File: config.mk
export PLATFORM = sky130hd
export DESIGN_NAME = si3_front
export DESIGN_NICKNAME = d
export VERILOG_FILES = /design/src/design/si3_pkg.sv /design/src/design/si3_front.sv
export SDC_FILE = /design/constraint.sdc
export NUM_CORES = 1
export LEC_CHECK = 0
export BUFFER_PORTS_ARGS = -buffer_cell sky130_fd_sc_hd__clkbuf_2
export CORE_MARGIN = 4
export CORE_UTILIZATION = 40
export CTS_CLUSTER_DIAMETER = 100
export DETAILED_ROUTE_END_ITERATION = 6
export SYNTH_ARGS = -nofsm -noshare
export SYNTH_HDL_FRONTEND = slang
export SYNTH_SLANG_ARGS = --single-unit
File: constraint.sdc
create_clock -name clk -period 4.5 [get_ports clk]
set_input_delay 0.45 -clock clk [delete_from_list [all_inputs] [get_ports clk]]
set_output_delay 0.45 -clock clk [all_outputs]
set_load 0.02 [all_outputs]
File: src/design/si3_pkg.sv
// si3_pkg: shared types, sizes and coefficient tables of the stereo interpolator
// used by every module of the block
package si3_pkg;

    localparam int LOWPASS_TAPS_DEF = 78;
    localparam int PHASE_TAPS_DEF   = 48;
    localparam int DIRECT_DELAY_DEF = 24;
    localparam int LPF_LEN          = 78;
    localparam int PH_LEN           = 48;

    typedef struct packed {
        logic signed [15:0] left_in;
        logic signed [15:0] right_in;
    } in_item_t;

    typedef struct packed {
        logic signed [15:0] left_out;
        logic signed [15:0] right_out;
        logic [1:0]         phase;
        logic               last;
    } out_item_t;

    typedef enum logic [1:0] {
        PH_DIRECT = 2'd0,
        PH_THIRD  = 2'd1,
        PH_SECOND = 2'd2
    } phase_t;

    function automatic logic signed [15:0] lpf_coef(input int k);
        logic signed [15:0] t [0:LPF_LEN-1];
        t = '{
            -16'sd4, 16'sd8, -16'sd11, 16'sd13, -16'sd13, 16'sd9, 16'sd0, -16'sd13,
            16'sd30, -16'sd48, 16'sd62, -16'sd68, 16'sd62, -16'sd40, 16'sd0, 16'sd54,
            -16'sd116, 16'sd176, -16'sd220, 16'sd233, -16'sd205, 16'sd127, 16'sd0,
            -16'sd165, 16'sd349, -16'sd520, 16'sd643, -16'sd681, 16'sd599, -16'sd375,
            16'sd0, 16'sd515, -16'sd1141, 16'sd1830, -16'sd2523, 16'sd3153, -16'sd3658,
            16'sd3983, 16'sd28672, 16'sd3983, -16'sd3658, 16'sd3153, -16'sd2523,
            16'sd1830, -16'sd1141, 16'sd515, 16'sd0, -16'sd375, 16'sd599, -16'sd681,
            16'sd643, -16'sd520, 16'sd349, -16'sd165, 16'sd0, 16'sd127, -16'sd205,
            16'sd233, -16'sd220, 16'sd176, -16'sd116, 16'sd54, 16'sd0, -16'sd40,
            16'sd62, -16'sd68, 16'sd62, -16'sd48, 16'sd30, -16'sd13, 16'sd0, 16'sd9,
            -16'sd13, 16'sd13, -16'sd11, 16'sd8, -16'sd4, 16'sd0};
        if (k < LPF_LEN)
            return t[k];
        return 16'sd0;
    endfunction

    function automatic logic signed [15:0] second_coef(input int k);
        logic signed [15:0] t [0:PH_LEN-1];
        t = '{
            -16'sd2, 16'sd5, -16'sd8, 16'sd14, -16'sd23, 16'sd35, -16'sd51, 16'sd73,
            -16'sd101, 16'sd136, -16'sd182, 16'sd239, -16'sd309, 16'sd396, -16'sd503,
            16'sd636, -16'sd803, 16'sd1015, -16'sd1295, 16'sd1682, -16'sd2260,
            16'sd3237, -16'sd5324, 16'sd13511, 16'sd27079, -16'sd6698, 16'sd3739,
            -16'sd2523, 16'sd1847, -16'sd1410, 16'sd1100, -16'sd867, 16'sd687,
            -16'sd544, 16'sd429, -16'sd336, 16'sd260, -16'sd199, 16'sd150, -16'sd112,
            16'sd81, -16'sd58, 16'sd40, -16'sd26, 16'sd17, -16'sd10, 16'sd6, -16'sd3};
        if (k < PH_LEN)
            return t[k];
        return 16'sd0;
    endfunction

    // the third table is the second one time-reversed
    function automatic logic signed [15:0] third_coef(input int k);
        if (k < PH_LEN)
            return second_coef(PH_LEN - 1 - k);
        return 16'sd0;
    endfunction

    // arithmetic shift by 15 and saturate to 16 bits
    function automatic logic signed [15:0] sat_q15(input logic signed [31:0] acc);
        logic signed [16:0] v;
        v = acc[31:15];
        if (v > 17'sd32767)
            return 16'sh7fff;
        if (v < -17'sd32768)
            return 16'sh8000;
        return v[15:0];
    endfunction

endpackage

File: src/design/si3_front.sv
// si3_front: input stage, takes sample pairs into a two-entry queue
// depends on si3_pkg
module si3_front
    import si3_pkg::*;
(
    input  logic     clk,
    input  logic     rst_n,
    input  logic     in_valid,
    output logic     in_stall,
    input  in_item_t in_data,
    output logic     q_valid,
    input  logic     q_take,
    output in_item_t q_data
);

    in_item_t   slot_reg [0:1];
    logic       wr_ptr_reg, rd_ptr_reg;
    logic [1:0] cnt_reg;
    logic       push, pop;

    assign in_stall = (cnt_reg == 2'd2);
    assign push     = in_valid && !in_stall;
    assign pop      = q_take && q_valid;
    assign q_valid  = (cnt_reg != 2'd0);
    assign q_data   = slot_reg[rd_ptr_reg];

    // queue storage
    always_ff @(posedge clk)
    begin
        if (push)
            slot_reg[wr_ptr_reg] <= in_data;
    end

    // queue pointers
    always_ff @(posedge clk or negedge rst_n)
    begin
        if (!rst_n)
        begin
            wr_ptr_reg <= 1'b0;
            rd_ptr_reg <= 1'b0;
            cnt_reg    <= 2'd0;
        end
        else
        begin
            if (push)
                wr_ptr_reg <= !wr_ptr_reg;
            if (pop)
                rd_ptr_reg <= !rd_ptr_reg;
            cnt_reg <= cnt_reg + {1'b0, push} - {1'b0, pop};
        end
    end

    a_no_overfill: assert property (@(posedge clk) disable iff (!rst_n)
        cnt_reg <= 2'd2) else $error("queue count out of range");
    a_pop_nonempty: assert property (@(posedge clk) disable iff (!rst_n)
        pop |-> cnt_reg != 2'd0) else $error("pop from empty queue");
    a_full_stall: assert property (@(posedge clk) disable iff (!rst_n)
        (cnt_reg == 2'd2 && !pop) |=> in_stall) else $error("full queue lost stall");

endmodule

==> impl_metrics.toml <==
[placement]
gp_congestion = 0.673
port-buffer-count = 69
dp_hpwl_um = 3040
postPlaceCellArea_um2 = 3050
placed_cells = 261

[clock_tree]
clk_pin_slew_worst_paths_ns = 0.07
cts_num_sinks = 68
cts_resized = 0
cts_buffer_depth = 2
tritoncts = "built"
clock_latency_ns = 0.32
postCtsSetupBuffers = 0
cts_root_buf = "clkbuf_8"
numCtsBuffers = 9
cts.htree.levels = 3

[power_and_ir_drop]
vdd_drop_max_mv = 0.546
leakagePower_nw = 1.35
power.density_nw_per_um2 = 680
power.total_w = 0.00222

[yosys]
synth_seq_cells = 68
ys.flop_type = "edfxtp_1"
syn_inst = 118
synth.avg_cell_area_um2 = 22.4
synth.most_common_cell = "edfxtp_1"
ys_seq_area_share_pct = 76.6
yosys_warnings = 0
ys_types = 15
yosys.area.top_type = "edfxtp_1"
synthTopCellsByCount = "64 x edfxtp_1, 29 x mux2_4, 4 x buf_6, 4 x dfrtp_1"
synth.area.top_cells = "edfxtp_1 73%, mux2_4 16%, dfrtp_1 3.8%, buf_6 1.7%, mux2_2 1.3%"
synth-edff-count = 64
netlist_area_um2 = 2640
synth.net_count = 156
async_flop_share_pct = 5.88
yosysTopAreaCellShare_pct = 72.8

[sta]
setup_viol = 0
fin_crit_ns = 2.39
rsz0062_at_grt = "no"
finalClockSkew_ns = 0.00922
post-route-period-util_pct = 53.1
hold_viol = 0
max_slew_margin_pct = 32.3
tightestPinTransition_ns = 1.02
slew_violations = 0
fmax_mhz = 419
setup_tns_ns = 0

[detailed_routing]
via_per_inst = 4.68
drtPass1Iterations = 4
routed.top_layer = "met4"
wl_met1_um = 1540
drc_errors = 0
antenna_left = 0
vias = 1300
wl_met2_um = 2300
drt_wl_total_um = 4320
route.met3.wl_um = 411
dr.first_iter.drc_count = 60
post_drt_wl_per_cell_um = 15.6

[worst_setup_path]
critPathSlowestCell = "dfrtp_2"
slowest_delay_ns = 1.04
start_kind = "flip-flop"
crit_fanout = 33
path_cells = "mux2_2, clkbuf_2"
crit_required_ns = 4.05
path_class = "flip-flop to output pin"
reg2reg_setup_slack_ns = 2.68
cp.arrival_ns = 1.94
cp-end-kind = "output pin"

[final_layout]
nets = 234
post-route-util_pct = 51.1
stdcell_count = 278
post-route-cell-area_um2 = 3270
diodes = 0
final_layout_size_suffix_gt1_share_pct = 60.7
area_growth_pct = 23.6
largest_reg_flops = 64

[floorplanning]
fp.dieW_um = 89.3
io_pins = 70
die_h_um = 89.3
start_util_pct = 41.4
num_rows = 29
core_area_um2 = 6390
die_area_um2 = 7970

[global_routing]
grt_pass1_wl_um = 6850
grt_max_degree = 34
overflow = 0
grt_pass1_vias = 1448
antenna_found_initial = 0
grt_use_total_pct = 11.9

[flow_run]
maxCapViolations = 0

[hold_path]
holdCritPathClass = "primary input to flip-flop"

[run_status]
status = "finished, final reports clean"
[through the flow]
step | setup WS, ns | hold slack, ns
after floorplan | 2.13 | 0.154
after global placement | 2.45 | 0.259
after detailed placement | 2.43 | 0.266
after CTS | 2.05 | 0.297
after global routing | 1.98 | 0.292
final | 2.11 | 0.317
[placed cells by master (no fill, tap or decap)]
| cell | count |
|---|---|
| edfxtp_1 | 64 |
| and2_4 | 1 |
| buf_4 | 1 |
| clkbuf_2 | 69 |
| mux2_4 | 29 |
| dfrtp_2 | 1 |
| bufinv_16 | 1 |
| and3_1 | 1 |
| clkbuf_8 | 11 |
| ha_1 | 2 |
| xor2_1 | 1 |
| dfrtp_1 | 3 |
| mux2_2 | 3 |
| xnor2_1 | 3 |
| nand2b_1 | 1 |
| nor2_4 | 1 |
| nand2_1 | 1 |
| dlygate4sd3_1 | 1 |
| or2_4 | 1 |
| clkinv_2 | 4 |
| inv_1 | 2 |
[routing by layer]
layer / vias up / track usage, %
met4: 0 / 6.77
met5: - / 0
li1: 611 / -
met3: 7 / 4.52
met1: 632 / 13.3
met2: 50 / 19.6
[worst max-delay path: cells and delay by family (launching register included)]
kind	cells	cell delay (ns)
buffers and inverters	1	0.16
DFF	1	1.04
muxes	1	0.42
[report_power, final]
| part | internal (W) | switching, W |
|---|---|---|
| logic | 0.000361 | 0.000380 |
| clock network | 0.000282 | 0.000202 |
| registers | 0.000870 | 0.000124 |
| total | 0.00151 | 0.000706 |
[kinds of logic after synthesis]
| family | synth area share, % |
|---|---|
| AND/OR/NAND/NOR | 1.42 |
| adder cells (fa/ha/maj) | 0.947 |
| buffers and inverters | 1.99 |
| flip-flops | 76.6 |
| multiplexers | 17.8 |
| XOR/XNOR | 1.33 |
[path summary, 6_finish.rpt]
kind,from,endpoint,cells past startpoint
worst min-delay path,in_data[29],slot_reg[1][29],1
worst min register to register,cnt_reg[0],cnt_reg[0],1
min in group asynchronous,rst_n,wr_ptr_reg,2
worst max register to register,cnt_reg[1],slot_reg[0][15],3
worst max-delay path,rd_ptr_reg,q_data[0],2
max in group asynchronous,rst_n,rd_ptr_reg,2
[repair_timing]
item	4_1_cts	5_1_grt
hold buffers	1	0
hold endpoints to repair	4	0
endpoints found under the setup margin	0	0
[layout make-up]
type                    count  area [um2]
flip-flops and latches     68        2020
fillers                   556        3120
inverters                   2        7.51
multi-input cells          44         574
repair buffers             71         363
well taps                  77        96.3
clock buffers              11         151
clock inverters             5        50.0
No activity file was read; power rests on OpenSTA's default activity.
